===== config.mk =====
export PLATFORM = sky130hd
export DESIGN_NAME = dual_ultrasonic_ranger_avg_top_flat
export DESIGN_NICKNAME = d
export VERILOG_FILES = /design/src/rtl/core/dura_pkg.sv /design/src/rtl/core/dura_in_if.sv /design/src/rtl/core/dura_out_if.sv /design/src/rtl/core/dura_ctrl.sv /design/src/rtl/core/dura_dp.sv /design/src/rtl/core/dual_ultrasonic_ranger_avg_top.sv /design/src/flat_wrapper.sv
export SDC_FILE = /design/constraint.sdc
export NUM_CORES = 1
export LEC_CHECK = 0
export BUFFER_PORTS_ARGS = -buffer_cell sky130_fd_sc_hd__buf_2
export CORE_ASPECT_RATIO = 1.4
export CORE_MARGIN = 2
export CORE_UTILIZATION = 53
export DETAILED_ROUTE_END_ITERATION = 10
export GPL_ROUTABILITY_DRIVEN = 0
export GPL_TIMING_DRIVEN = 0
export PLACE_DENSITY = 0.71
export SLEW_MARGIN = 20
export SYNTH_ARGS = -nofsm -noshare
export SYNTH_HDL_FRONTEND = slang
export SYNTH_HIERARCHICAL = 1
export SYNTH_SLANG_ARGS = --single-unit

===== constraint.sdc =====
create_clock -name clk -period 9 [get_ports clk]
set_input_delay 2.7 -clock clk [delete_from_list [all_inputs] [get_ports clk]]
set_output_delay 2.7 -clock clk [all_outputs]
set_load 0.02 [all_outputs]

===== src/rtl/core/dura_pkg.sv =====
package dura_pkg;

  localparam int TICK_W  = 16;
  localparam int SUM_W   = 18;
  localparam int SCALE_W = 23;
  localparam int DIST_W  = 21;
  localparam int SHOT_W  = 2;
  localparam int GOOD_W  = 2;

  localparam int CFG_IDX_W  = 2;
  localparam int CFG_DATA_W = 16;

  localparam logic [CFG_IDX_W-1:0] CFG_TRIG_LOW  = 2'd0;
  localparam logic [CFG_IDX_W-1:0] CFG_TRIG_HIGH = 2'd1;
  localparam logic [CFG_IDX_W-1:0] CFG_TIMEOUT   = 2'd2;

  localparam logic [TICK_W-1:0] TRIG_LOW_RST  = 16'd400;
  localparam logic [TICK_W-1:0] TRIG_HIGH_RST = 16'd50;
  localparam logic [TICK_W-1:0] TIMEOUT_RST   = 16'd800;

  // ceil(2^23 / 3): exact floor division by three for values below 2^23
  localparam int DIV3_SHIFT = 23;
  localparam int DIV3_W     = 22;
  localparam logic [DIV3_W-1:0] DIV3_MUL = 22'h2AAAAB;

  typedef enum logic [1:0] {
    TICK_HOLD,
    TICK_CLEAR,
    TICK_ONE,
    TICK_INC
  } tick_op_t;

  typedef struct packed {
    tick_op_t tick_op;
    logic     sel;
    logic     burst_clear;
    logic     store_pending;
    logic     accumulate;
    logic     load_scaled;
    logic     divide;
    logic     out_load;
    logic     trig_a;
    logic     trig_b;
    logic     busy;
    logic     done;
  } dura_cmd_t;

  typedef struct packed {
    logic start;
    logic echo_a;
    logic echo_b;
    logic ge_low;
    logic ge_high;
    logic ge_to_next;
    logic ge_to;
  } dura_status_t;

endpackage


===== src/rtl/core/dura_in_if.sv =====
interface dura_in_if;
  logic valid;
  logic ready;
  logic start_req;
  logic echo_a;
  logic echo_b;

  modport source (output valid, start_req, echo_a, echo_b, input ready);
  modport sink   (input valid, start_req, echo_a, echo_b, output ready);
endinterface


===== src/rtl/core/dura_out_if.sv =====
interface dura_out_if;
  logic                        valid;
  logic                        ready;
  logic                        trig_a;
  logic                        trig_b;
  logic                        busy_res;
  logic                        done_res;
  logic [dura_pkg::DIST_W-1:0] distance_a;
  logic [dura_pkg::DIST_W-1:0] distance_b;
  logic [dura_pkg::GOOD_W-1:0] good_shots;

  modport source (output valid, trig_a, trig_b, busy_res, done_res, distance_a, distance_b,
                  good_shots, input ready);
  modport sink   (input valid, trig_a, trig_b, busy_res, done_res, distance_a, distance_b,
                  good_shots, output ready);
endinterface


===== src/rtl/core/dura_ctrl.sv =====
module dura_ctrl #(
  parameter int SHOTS = 3
) (
  input  logic                   clk,
  input  logic                   rst,
  input  logic                   in_valid,
  output logic                   in_ready,
  output logic                   out_valid,
  input  logic                   out_ready,
  input  dura_pkg::dura_status_t status,
  output dura_pkg::dura_cmd_t    cmd
);

  typedef enum logic [2:0] {
    C_RUN,
    C_LOAD_A,
    C_DIV_A,
    C_LOAD_B,
    C_DIV_B,
    C_EMIT
  } ctrl_state_t;

  typedef enum logic [2:0] {
    PH_IDLE,
    PH_TLOW,
    PH_THIGH,
    PH_RISE,
    PH_FALL
  } phase_t;

  ctrl_state_t                   state, state_next;
  phase_t                        phase, phase_next;
  logic                          sensor_sel, sensor_sel_next;
  logic [dura_pkg::SHOT_W-1:0]   shot_index, shot_index_next;
  logic [dura_pkg::SHOT_W-1:0]   shot_inc;
  logic                          shot_failed, shot_failed_next;
  logic                          out_valid_next;
  logic                          fire;
  logic                          end_now;
  logic                          end_ok;
  logic                          burst_end;
  logic                          echo;

  assign shot_inc = shot_index + 2'd1;
  assign echo     = sensor_sel ? status.echo_b : status.echo_a;

  always_comb begin
    state_next       = state;
    phase_next       = phase;
    sensor_sel_next  = sensor_sel;
    shot_index_next  = shot_index;
    shot_failed_next = shot_failed;
    cmd              = '0;
    cmd.tick_op      = dura_pkg::TICK_HOLD;
    cmd.sel          = sensor_sel;
    end_now          = 1'b0;
    end_ok           = 1'b0;
    burst_end        = 1'b0;
    in_ready         = (state == C_RUN) && (!out_valid || out_ready);
    fire             = in_valid && in_ready;

    case (state)
      C_RUN: begin
        if (fire) begin
          case (phase)
            PH_TLOW: begin
              if (status.ge_low) begin
                phase_next  = PH_THIGH;
                cmd.tick_op = dura_pkg::TICK_CLEAR;
              end else begin
                cmd.tick_op = dura_pkg::TICK_INC;
              end
            end
            PH_THIGH: begin
              if (status.ge_high) begin
                phase_next  = PH_RISE;
                cmd.tick_op = dura_pkg::TICK_CLEAR;
              end else begin
                cmd.tick_op = dura_pkg::TICK_INC;
              end
            end
            PH_RISE: begin
              if (echo) begin
                phase_next  = PH_FALL;
                cmd.tick_op = dura_pkg::TICK_ONE;
              end else if (status.ge_to_next) begin
                end_now = 1'b1;
              end else begin
                cmd.tick_op = dura_pkg::TICK_INC;
              end
            end
            PH_FALL: begin
              if (!echo) begin
                end_now = 1'b1;
                end_ok  = 1'b1;
              end else if (status.ge_to) begin
                end_now = 1'b1;
              end else begin
                cmd.tick_op = dura_pkg::TICK_INC;
              end
            end
            default: begin
              phase_next = PH_IDLE;
              if (status.start) begin
                phase_next       = PH_TLOW;
                sensor_sel_next  = 1'b0;
                shot_index_next  = '0;
                shot_failed_next = 1'b0;
                cmd.tick_op      = dura_pkg::TICK_CLEAR;
                cmd.burst_clear  = 1'b1;
              end
            end
          endcase

          if (end_now) begin
            cmd.tick_op = dura_pkg::TICK_CLEAR;
            if (!sensor_sel) begin
              cmd.store_pending = end_ok;
              if (!end_ok) begin
                shot_failed_next = 1'b1;
              end
              sensor_sel_next = 1'b1;
              phase_next      = PH_TLOW;
            end else begin
              cmd.accumulate   = end_ok && !shot_failed;
              sensor_sel_next  = 1'b0;
              shot_failed_next = 1'b0;
              if (shot_inc >= dura_pkg::SHOT_W'(SHOTS)) begin
                burst_end       = 1'b1;
                phase_next      = PH_IDLE;
                shot_index_next = '0;
              end else begin
                phase_next      = PH_TLOW;
                shot_index_next = shot_inc;
              end
            end
          end

          if (burst_end) begin
            state_next = C_LOAD_A;
          end else begin
            cmd.out_load = 1'b1;
            cmd.trig_a   = (phase_next == PH_THIGH) && !sensor_sel_next;
            cmd.trig_b   = (phase_next == PH_THIGH) && sensor_sel_next;
            cmd.busy     = (phase_next != PH_IDLE);
          end
        end
      end
      C_LOAD_A: begin
        cmd.sel         = 1'b0;
        cmd.load_scaled = 1'b1;
        state_next      = C_DIV_A;
      end
      C_DIV_A: begin
        cmd.sel    = 1'b0;
        cmd.divide = 1'b1;
        state_next = C_LOAD_B;
      end
      C_LOAD_B: begin
        cmd.sel         = 1'b1;
        cmd.load_scaled = 1'b1;
        state_next      = C_DIV_B;
      end
      C_DIV_B: begin
        cmd.sel    = 1'b1;
        cmd.divide = 1'b1;
        state_next = C_EMIT;
      end
      C_EMIT: begin
        if (!out_valid || out_ready) begin
          cmd.out_load = 1'b1;
          cmd.done     = 1'b1;
          state_next   = C_RUN;
        end
      end
      default: begin
        state_next = C_RUN;
      end
    endcase

    if (cmd.out_load) begin
      out_valid_next = 1'b1;
    end else if (out_ready) begin
      out_valid_next = 1'b0;
    end else begin
      out_valid_next = out_valid;
    end
  end

  always_ff @(posedge clk) begin
    if (rst) begin
      state       <= C_RUN;
      phase       <= PH_IDLE;
      sensor_sel  <= 1'b0;
      shot_index  <= '0;
      shot_failed <= 1'b0;
      out_valid   <= 1'b0;
    end else begin
      state       <= state_next;
      phase       <= phase_next;
      sensor_sel  <= sensor_sel_next;
      shot_index  <= shot_index_next;
      shot_failed <= shot_failed_next;
      out_valid   <= out_valid_next;
    end
  end

endmodule


===== src/rtl/core/dura_dp.sv =====
module dura_dp (
  input  logic                            clk,
  input  logic                            rst,
  input  logic                            cfg_we,
  input  logic [dura_pkg::CFG_IDX_W-1:0]  cfg_index,
  input  logic [dura_pkg::CFG_DATA_W-1:0] cfg_data,
  input  logic                            start_req,
  input  logic                            echo_a,
  input  logic                            echo_b,
  input  dura_pkg::dura_cmd_t             cmd,
  output dura_pkg::dura_status_t          status,
  output logic                            trig_a,
  output logic                            trig_b,
  output logic                            busy_res,
  output logic                            done_res,
  output logic [dura_pkg::DIST_W-1:0]     distance_a,
  output logic [dura_pkg::DIST_W-1:0]     distance_b,
  output logic [dura_pkg::GOOD_W-1:0]     good_shots
);

  localparam int PROD_W = dura_pkg::SCALE_W + dura_pkg::DIV3_W;

  logic [dura_pkg::TICK_W-1:0]  trig_low_ticks;
  logic [dura_pkg::TICK_W-1:0]  trig_high_ticks;
  logic [dura_pkg::TICK_W-1:0]  timeout_ticks;
  logic [dura_pkg::TICK_W-1:0]  tick_count;
  logic [dura_pkg::TICK_W:0]    tick_inc;
  logic [dura_pkg::TICK_W-1:0]  pending_a;
  logic [dura_pkg::SUM_W-1:0]   sum_a;
  logic [dura_pkg::SUM_W-1:0]   sum_b;
  logic [dura_pkg::GOOD_W-1:0]  good_count, good_count_next;
  logic [dura_pkg::DIST_W-1:0]  held_a;
  logic [dura_pkg::DIST_W-1:0]  held_b;
  logic [dura_pkg::SCALE_W-1:0] scaled;
  logic [dura_pkg::SUM_W-1:0]   sum_sel;
  logic [dura_pkg::SCALE_W-1:0] scaled_next;
  logic [PROD_W-1:0]            prod;
  logic [dura_pkg::DIST_W-1:0]  quot;

  assign tick_inc = {1'b0, tick_count} + 17'd1;

  assign status.start      = start_req;
  assign status.echo_a     = echo_a;
  assign status.echo_b     = echo_b;
  assign status.ge_low     = tick_inc >= {1'b0, trig_low_ticks};
  assign status.ge_high    = tick_inc >= {1'b0, trig_high_ticks};
  assign status.ge_to_next = tick_inc >= {1'b0, timeout_ticks};
  assign status.ge_to      = tick_count >= timeout_ticks;

  assign sum_sel     = cmd.sel ? sum_b : sum_a;
  assign scaled_next = {1'b0, sum_sel, 4'b0000} + {5'b00000, sum_sel};
  assign prod        = {{dura_pkg::DIV3_W{1'b0}}, scaled}
                     * {{dura_pkg::SCALE_W{1'b0}}, dura_pkg::DIV3_MUL};

  always_comb begin
    case (good_count)
      2'd0:    quot = '0;
      2'd1:    quot = scaled[dura_pkg::DIST_W-1:0];
      2'd2:    quot = scaled[dura_pkg::DIST_W:1];
      default: quot = prod[dura_pkg::DIV3_SHIFT +: dura_pkg::DIST_W];
    endcase
  end

  always_comb begin
    if (cmd.burst_clear) begin
      good_count_next = '0;
    end else if (cmd.accumulate) begin
      good_count_next = good_count + 2'd1;
    end else begin
      good_count_next = good_count;
    end
  end

  always_ff @(posedge clk) begin
    if (rst) begin
      trig_low_ticks  <= dura_pkg::TRIG_LOW_RST;
      trig_high_ticks <= dura_pkg::TRIG_HIGH_RST;
      timeout_ticks   <= dura_pkg::TIMEOUT_RST;
      tick_count      <= '0;
      pending_a       <= '0;
      sum_a           <= '0;
      sum_b           <= '0;
      good_count      <= '0;
      held_a          <= '0;
      held_b          <= '0;
    end else begin
      if (cfg_we) begin
        case (cfg_index)
          dura_pkg::CFG_TRIG_LOW:  trig_low_ticks  <= cfg_data;
          dura_pkg::CFG_TRIG_HIGH: trig_high_ticks <= cfg_data;
          dura_pkg::CFG_TIMEOUT:   timeout_ticks   <= cfg_data;
          default: ;
        endcase
      end

      case (cmd.tick_op)
        dura_pkg::TICK_CLEAR: tick_count <= '0;
        dura_pkg::TICK_ONE:   tick_count <= 16'd1;
        dura_pkg::TICK_INC:   tick_count <= tick_inc[dura_pkg::TICK_W-1:0];
        default:              tick_count <= tick_count;
      endcase

      if (cmd.burst_clear) begin
        pending_a <= '0;
        sum_a     <= '0;
        sum_b     <= '0;
      end else begin
        if (cmd.store_pending) begin
          pending_a <= tick_count;
        end
        if (cmd.accumulate) begin
          sum_a <= sum_a + {2'b00, pending_a};
          sum_b <= sum_b + {2'b00, tick_count};
        end
      end
      good_count <= good_count_next;

      if (cmd.divide) begin
        if (cmd.sel) begin
          held_b <= quot;
        end else begin
          held_a <= quot;
        end
      end
    end
  end

  always_ff @(posedge clk) begin
    if (cmd.load_scaled) begin
      scaled <= scaled_next;
    end
    if (cmd.out_load) begin
      trig_a     <= cmd.trig_a;
      trig_b     <= cmd.trig_b;
      busy_res   <= cmd.busy;
      done_res   <= cmd.done;
      distance_a <= held_a;
      distance_b <= held_b;
      good_shots <= good_count_next;
    end
  end

endmodule


===== src/rtl/core/dual_ultrasonic_ranger_avg_top.sv =====
// Channel  Direction  Payload
// in_ch    sink       start_req, echo_a, echo_b (one timer tick)
// out_ch   source     trig_a, trig_b, busy_res, done_res, distance_a, distance_b, good_shots
// cfg      write      cfg_we, cfg_index, cfg_data
//
// One tick per cycle; its result is registered and shows in the cycle after the transfer.
// The tick that ends a burst holds in_ch off while the shared scale and divide-by-count
// unit runs two steps for each sensor (load, then divide), then the result is loaded
// and registered onto out_ch.
// rst is synchronous: registers return to 400/50/800 ticks, phase idle, held distances zero.
// A result held on out_ch stalls in_ch and the burst-end load while out_ch is not ready.
module dual_ultrasonic_ranger_avg_top #(
  parameter int SHOTS = 3
) (
  input  logic                            clk,
  input  logic                            rst,
  dura_in_if.sink                         in_ch,
  dura_out_if.source                      out_ch,
  input  logic                            cfg_we,
  input  logic [dura_pkg::CFG_IDX_W-1:0]  cfg_index,
  input  logic [dura_pkg::CFG_DATA_W-1:0] cfg_data
);

  dura_pkg::dura_cmd_t    cmd;
  dura_pkg::dura_status_t status;

  dura_ctrl #(
    .SHOTS (SHOTS)
  ) u_ctrl (
    .clk       (clk),
    .rst       (rst),
    .in_valid  (in_ch.valid),
    .in_ready  (in_ch.ready),
    .out_valid (out_ch.valid),
    .out_ready (out_ch.ready),
    .status    (status),
    .cmd       (cmd)
  );

  dura_dp u_dp (
    .clk        (clk),
    .rst        (rst),
    .cfg_we     (cfg_we),
    .cfg_index  (cfg_index),
    .cfg_data   (cfg_data),
    .start_req  (in_ch.start_req),
    .echo_a     (in_ch.echo_a),
    .echo_b     (in_ch.echo_b),
    .cmd        (cmd),
    .status     (status),
    .trig_a     (out_ch.trig_a),
    .trig_b     (out_ch.trig_b),
    .busy_res   (out_ch.busy_res),
    .done_res   (out_ch.done_res),
    .distance_a (out_ch.distance_a),
    .distance_b (out_ch.distance_b),
    .good_shots (out_ch.good_shots)
  );

endmodule


===== src/flat_wrapper.sv =====
// flat-port wrapper written by rule: the top's interface ports become plain ports
module dual_ultrasonic_ranger_avg_top_flat 
#(
  parameter int SHOTS = 3
)
  (clk, rst, cfg_we, cfg_index, cfg_data, in_ch_valid, in_ch_start_req, in_ch_echo_a, in_ch_echo_b, in_ch_ready, out_ch_valid, out_ch_trig_a, out_ch_trig_b, out_ch_busy_res, out_ch_done_res, out_ch_distance_a, out_ch_distance_b, out_ch_good_shots, out_ch_ready);
  dura_in_if in_ch_i ();
  dura_out_if out_ch_i ();
  input  logic clk;
  input  logic rst;
  input  logic cfg_we;
  input  logic [dura_pkg::CFG_IDX_W-1:0] cfg_index;
  input  logic [dura_pkg::CFG_DATA_W-1:0] cfg_data;
  input wire logic [$bits(in_ch_i.valid)-1:0] in_ch_valid;
  input wire logic [$bits(in_ch_i.start_req)-1:0] in_ch_start_req;
  input wire logic [$bits(in_ch_i.echo_a)-1:0] in_ch_echo_a;
  input wire logic [$bits(in_ch_i.echo_b)-1:0] in_ch_echo_b;
  output wire logic [$bits(in_ch_i.ready)-1:0] in_ch_ready;
  output wire logic [$bits(out_ch_i.valid)-1:0] out_ch_valid;
  output wire logic [$bits(out_ch_i.trig_a)-1:0] out_ch_trig_a;
  output wire logic [$bits(out_ch_i.trig_b)-1:0] out_ch_trig_b;
  output wire logic [$bits(out_ch_i.busy_res)-1:0] out_ch_busy_res;
  output wire logic [$bits(out_ch_i.done_res)-1:0] out_ch_done_res;
  output wire logic [$bits(out_ch_i.distance_a)-1:0] out_ch_distance_a;
  output wire logic [$bits(out_ch_i.distance_b)-1:0] out_ch_distance_b;
  output wire logic [$bits(out_ch_i.good_shots)-1:0] out_ch_good_shots;
  input wire logic [$bits(out_ch_i.ready)-1:0] out_ch_ready;
  assign in_ch_i.valid = in_ch_valid;
  assign in_ch_i.start_req = in_ch_start_req;
  assign in_ch_i.echo_a = in_ch_echo_a;
  assign in_ch_i.echo_b = in_ch_echo_b;
  assign in_ch_ready = in_ch_i.ready;
  assign out_ch_valid = out_ch_i.valid;
  assign out_ch_trig_a = out_ch_i.trig_a;
  assign out_ch_trig_b = out_ch_i.trig_b;
  assign out_ch_busy_res = out_ch_i.busy_res;
  assign out_ch_done_res = out_ch_i.done_res;
  assign out_ch_distance_a = out_ch_i.distance_a;
  assign out_ch_distance_b = out_ch_i.distance_b;
  assign out_ch_good_shots = out_ch_i.good_shots;
  assign out_ch_i.ready = out_ch_ready;
  dual_ultrasonic_ranger_avg_top #(.SHOTS(SHOTS)) u_core (.clk(clk), .rst(rst), .in_ch(in_ch_i), .out_ch(out_ch_i), .cfg_we(cfg_we), .cfg_index(cfg_index), .cfg_data(cfg_data));
endmodule

==> Implementation_results.wiki <==
{| class="wikitable"
! Metric !! Value
|-
| Number of nets produced by synthesis || 2893
|-
| Vias per Instance || 5.80
|-
| Highest achievable clock rate || 129 MHz
|-
| Category of the worst setup path launch point || flip-flop
|-
| Vias in the first global route || 18500
|-
| Worst R2R Start || u_core/u_dp/scaled[1]$_DFFE_PP_
|-
| Count of vias placed by the detailed router || 17500
|-
| Type of the worst setup path || reg -> reg
|-
| Start point of the critical path || u_core/u_dp/scaled[1]$_DFFE_PP_
|-
| Final clock skew || 42.5 ps
|-
| Final hold violations || 0
|-
| CTS tree || yes
|-
| Max-slew violation total from the final report || 0
|-
| Routed wire length || 60.5 mm
|-
| Count of H-tree levels built during CTS || 1
|-
| Category of the worst setup path capture point || flip-flop
|-
| Total number of yosys warnings || 6
|-
| Largest net degree at the start of global routing || 49
|-
| Core box area || 41100 µm²
|-
| Library cell contributing the largest single delay on the critical path || sky130_fd_sc_hd__a2111oi_0
|-
| Buffer levels on the longest clock path || 3
|-
| Worst R2R Path Depth || 21
|-
| Share of layout cells above drive strength 1 || 0.0607
|-
| Slew margin rel. || 0.301
|-
| Endpoint required time on the critical path || 9490 ps
|-
| Critical path depth in cells || 21
|-
| Overall die width || 176 µm
|-
| Most common cell on crit path || sky130_fd_sc_hd__fa_1
|-
| Antenna violations before repair || 1
|-
| Number of nets with antenna violations after detailed routing || 0
|-
| Crit path capture || u_core/u_dp/held_a[13]$_SDFFE_PP0P_
|-
| DRT iter0 DRCs || 1150
|-
| Layout overhead on the synthesized area || 8.07%
|-
| Arr. time, crit path || 8230 ps
|-
| HPWL after DPL || 50.2 mm
|-
| Number of different library cells in the post-synthesis netlist || 82
|-
| Sequential area share after synthesis || 0.253
|-
| Pre-Repair DR Iteration Count || 8
|-
| Worst setup slack for register-to-register paths || 1260 ps
|-
| Number of synthesized flops with an enable pin || 71
|-
| Ys async rst share || 0
|-
| Slew of the pin with the lowest slew margin || 1020 ps
|-
| Post-CTS setup buffer count || 0
|-
| Fin crit share || 0.860
|-
| Cells along the critical path || ha_1 -> xor2_1 -> ha_1 -> nor2_1 -> fa_1 -> inv_1 -> fa_1 -> fa_1 -> fa_1 -> inv_1 -> fa_1 -> inv_1 -> ha_1 -> nand3_2 -> nor3_2 -> o2111ai_2 -> and2_4 -> o31ai_4 -> xnor2_1 -> a2111oi_0 -> a31o_1
|-
| Area of the multi-input gates || 14600 µm²
|-
| Number of buffers added by the clock tree synthesis step || 24
|-
| Worst-skew pair later-pin latency || 560 ps
|-
| Post-synthesis area per instance || 9.32 µm²
|-
| I/O pins || 76
|-
| Root buffer cell || sky130_fd_sc_hd__clkbuf_16
|-
| Max_cap viols || 0
|-
| Number of hold buffers added after CTS || 0
|-
| Count of buffering cells on the critical path with inverters included || 3
|-
| FF/Latch Area || 5560 µm²
|-
| Sinks on Clock Net || 242
|-
| Synth Flop Type || sky130_fd_sc_hd__dfxtp_1
|-
| Die extent in y || 245 µm
|-
| Reg clk slew, reported paths || 60 ps
|-
| Maximum cell stage delay along the critical path || 920 ps
|-
| Aggregate negative setup slack || 0 ps
|-
| Crit path time final || 7740 ps
|-
| # diodes || 0
|-
| NumNets Final || 2992
|-
| RSZ-0062 raised after global routing || no
|-
| Post-synth design cell area || 22000 µm²
|-
| Total global routing track utilization || 0.288
|-
| Core Rows || 88
|-
| First-pass GRT wire length || 96.4 mm
|-
| Wirelength per Cell || 20.1 µm
|-
| Cell family with most CP delay || adder cells
|-
| Initial cell density of the core || 0.535
|-
| Biggest fanout along the worst timing path || 11
|-
| Cell count after synthesis || 2356
|-
| Number of remaining DRC errors || 0
|-
| Tightest Hold Check Type || reg -> reg
|-
| Remaining Overflow, GRT || 0
|-
| Number of filler instances in the final layout || 3623
|-
| Number of register bits inferred by synthesis || 242
|-
| Setup-failing EPs final || 0
|-
| Number of gates resized after cts || 0
|-
| Full die area || 43100 µm²
|-
| Endpoint of the most critical register-to-register path || u_core/u_dp/held_a[13]$_SDFFE_PP0P_
|-
| I/O Buffers || 72
|-
| Outcome || completed
|}
## cells by family after synthesis
group,after synthesis,synth area share
AOI/OAI and AO/OA,478,0.142
muxes,62,0.0292
buffers and inverters,466,0.0806
adders and majority gates,511,0.352
xor gates and xnor gates,78,0.0311
and+or+nand+nor,519,0.112
DFF,242,0.253
## cells in the final DEF, fill, tap and decap left out, types with 6 or more instances in the layout
cell type / instances
sky130_fd_sc_hd__a221o_1: 11
sky130_fd_sc_hd__nand3_1: 37
sky130_fd_sc_hd__mux2i_1: 46
sky130_fd_sc_hd__xor2_1: 31
sky130_fd_sc_hd__clkbuf_1: 74
sky130_fd_sc_hd__fa_1: 179
sky130_fd_sc_hd__o21ai_0: 88
sky130_fd_sc_hd__nor2_1: 141
sky130_fd_sc_hd__a211oi_1: 19
sky130_fd_sc_hd__clkbuf_16: 24
sky130_fd_sc_hd__inv_1: 379
sky130_fd_sc_hd__nor3_1: 29
sky130_fd_sc_hd__o21a_1: 15
sky130_fd_sc_hd__buf_2: 76
sky130_fd_sc_hd__dfxtp_1: 171
sky130_fd_sc_hd__a21oi_1: 147
sky130_fd_sc_hd__nand4_1: 23
sky130_fd_sc_hd__a31oi_1: 13
sky130_fd_sc_hd__or2_2: 6
sky130_fd_sc_hd__a22oi_1: 20
sky130_fd_sc_hd__nor2b_1: 14
sky130_fd_sc_hd__xnor2_1: 47
sky130_fd_sc_hd__a21o_1: 63
sky130_fd_sc_hd__o21ai_1: 7
sky130_fd_sc_hd__nand2b_1: 11
sky130_fd_sc_hd__or3_1: 13
sky130_fd_sc_hd__o211ai_1: 24
sky130_fd_sc_hd__edfxtp_1: 71
sky130_fd_sc_hd__and3_1: 27
sky130_fd_sc_hd__mux2_2: 16
sky130_fd_sc_hd__a221oi_1: 7
sky130_fd_sc_hd__nand3b_1: 8
sky130_fd_sc_hd__nand2_1: 169
sky130_fd_sc_hd__ha_1: 332
sky130_fd_sc_hd__and2_1: 9
sky130_fd_sc_hd__buf_1: 10
## through the flow
| step | utilization | cell area [µm²] | instances | hold WS (ps) | setup WS, ps |
|---|---|---|---|---|---|
| 2_1_floorplan | - | 22000 | 2356 | 400 | 2740 |
| 3_3_place_gp | 0.560 | 23000 | 2968 | 408 | 1500 |
| 3_5_place_dp | 0.560 | 23000 | 2969 | 412 | 1450 |
| 4_1_cts | 0.578 | 23700 | 3012 | 428 | 1420 |
| 5_1_grt | 0.578 | 23700 | 3012 | 442 | 1000 |
| 6_report | 0.578 | 23700 | 3012 | 429 | 1260 |
## worst reg2reg max path: cells and delay by family (launching register included)
kind | cells | cell delay [ps]
and+or+nand+nor | 4 | 700
DFF | 1 | 780
adders and majority gates | 8 | 3690
buffers and inverters | 3 | 190
xor gates and xnor gates | 2 | 690
AOI/OAI and AO/OA | 4 | 1670
## per-layer routing
metal,GRT usage,part of all wire,vias to the layer above
li1,-,-,8224
met1,0.297,0.35,8406
met2,0.531,0.52,594
met3,0.0300,0.047,237
met4,0.217,0.089,2
met5,0,0.00025,-
## worst min path at each step
stage	startpoint	to	slack, ps	depth (start not counted)
final	u_core/u_dp/held_b[11]$_SDFFE_PP0P_	u_core/u_dp/distance_b[11]$_DFFE_PP_	430	0
after global routing	u_core/u_dp/held_a[18]$_SDFFE_PP0P_	u_core/u_dp/distance_a[18]$_DFFE_PP_	440	0
after CTS	u_core/u_dp/held_b[11]$_SDFFE_PP0P_	u_core/u_dp/distance_b[11]$_DFFE_PP_	430	0
after detailed placement	u_core/u_dp/held_b[11]$_SDFFE_PP0P_	u_core/u_dp/distance_b[11]$_DFFE_PP_	410	0
after global placement	u_core/u_dp/held_b[11]$_SDFFE_PP0P_	u_core/u_dp/distance_b[11]$_DFFE_PP_	410	0
after floorplan	u_core/u_dp/held_a[19]$_SDFFE_PP0P_	u_core/u_dp/distance_a[19]$_DFFE_PP_	400	0
## registers in the layout (all words and copies together), names as in the netlist, 2 cells and up
register / flops
u_core/u_dp/scaled: 23
u_core/u_dp/distance_a: 21
u_core/u_dp/distance_b: 21
u_core/u_dp/held_a: 21
u_core/u_dp/held_b: 21
u_core/u_dp/sum_a: 18
u_core/u_dp/sum_b: 18
u_core/u_dp/pending_a: 16
u_core/u_dp/tick_count: 16
u_core/u_dp/timeout_ticks: 16
u_core/u_dp/trig_high_ticks: 16
u_core/u_dp/trig_low_ticks: 16
u_core/u_ctrl/phase: 3
u_core/u_ctrl/state: 3
u_core/u_ctrl/shot_index: 2
u_core/u_dp/good_count: 2
u_core/u_dp/good_shots: 2
## Yosys cell counts, types with 6 or more instances
library cell	count	area [µm²]
sky130_fd_sc_hd__a211oi_1	19	143
sky130_fd_sc_hd__a21o_1	63	473
sky130_fd_sc_hd__a21oi_1	147	736
sky130_fd_sc_hd__a221o_1	11	110
sky130_fd_sc_hd__a221oi_1	7	61.3
sky130_fd_sc_hd__a22oi_1	20	150
sky130_fd_sc_hd__a31oi_1	13	81.3
sky130_fd_sc_hd__and2_1	9	56.3
sky130_fd_sc_hd__and3_1	27	169
sky130_fd_sc_hd__buf_1	10	37.5
sky130_fd_sc_hd__clkbuf_1	67	251
sky130_fd_sc_hd__dfxtp_1	171	3420
sky130_fd_sc_hd__edfxtp_1	71	2130
sky130_fd_sc_hd__fa_1	179	3580
sky130_fd_sc_hd__ha_1	332	4150
sky130_fd_sc_hd__inv_1	379	1420
sky130_fd_sc_hd__mux2_2	16	180
sky130_fd_sc_hd__mux2i_1	46	460
sky130_fd_sc_hd__nand2_1	169	634
sky130_fd_sc_hd__nand2b_1	11	68.8
sky130_fd_sc_hd__nand3_1	37	185
sky130_fd_sc_hd__nand3b_1	8	60.1
sky130_fd_sc_hd__nand4_1	23	144
sky130_fd_sc_hd__nor2_1	141	529
sky130_fd_sc_hd__nor2b_1	15	93.8
sky130_fd_sc_hd__nor3_1	29	145
sky130_fd_sc_hd__nor3b_1	6	45.0
sky130_fd_sc_hd__o211ai_1	24	180
sky130_fd_sc_hd__o21a_1	15	113
sky130_fd_sc_hd__o21ai_0	88	440
sky130_fd_sc_hd__o21ai_1	7	35.0
sky130_fd_sc_hd__or2_2	6	37.5
sky130_fd_sc_hd__or3_1	13	81.3
sky130_fd_sc_hd__xnor2_1	47	412
sky130_fd_sc_hd__xor2_1	31	272
## layout make-up
class                   instances  share of cell area
multi-input cells            1648               0.617
clock inverters                 9             0.00232
inverters                     380              0.0601
repair buffers                 73              0.0157
well taps                     540              0.0285
plain buffers                  86              0.0145
flip-flops and latches        242               0.234
clock buffers                  34              0.0279
Power is left out: the tool's default activity adds up to more than one toggle a clock period on the data nets, which glitch-free logic cannot reach.
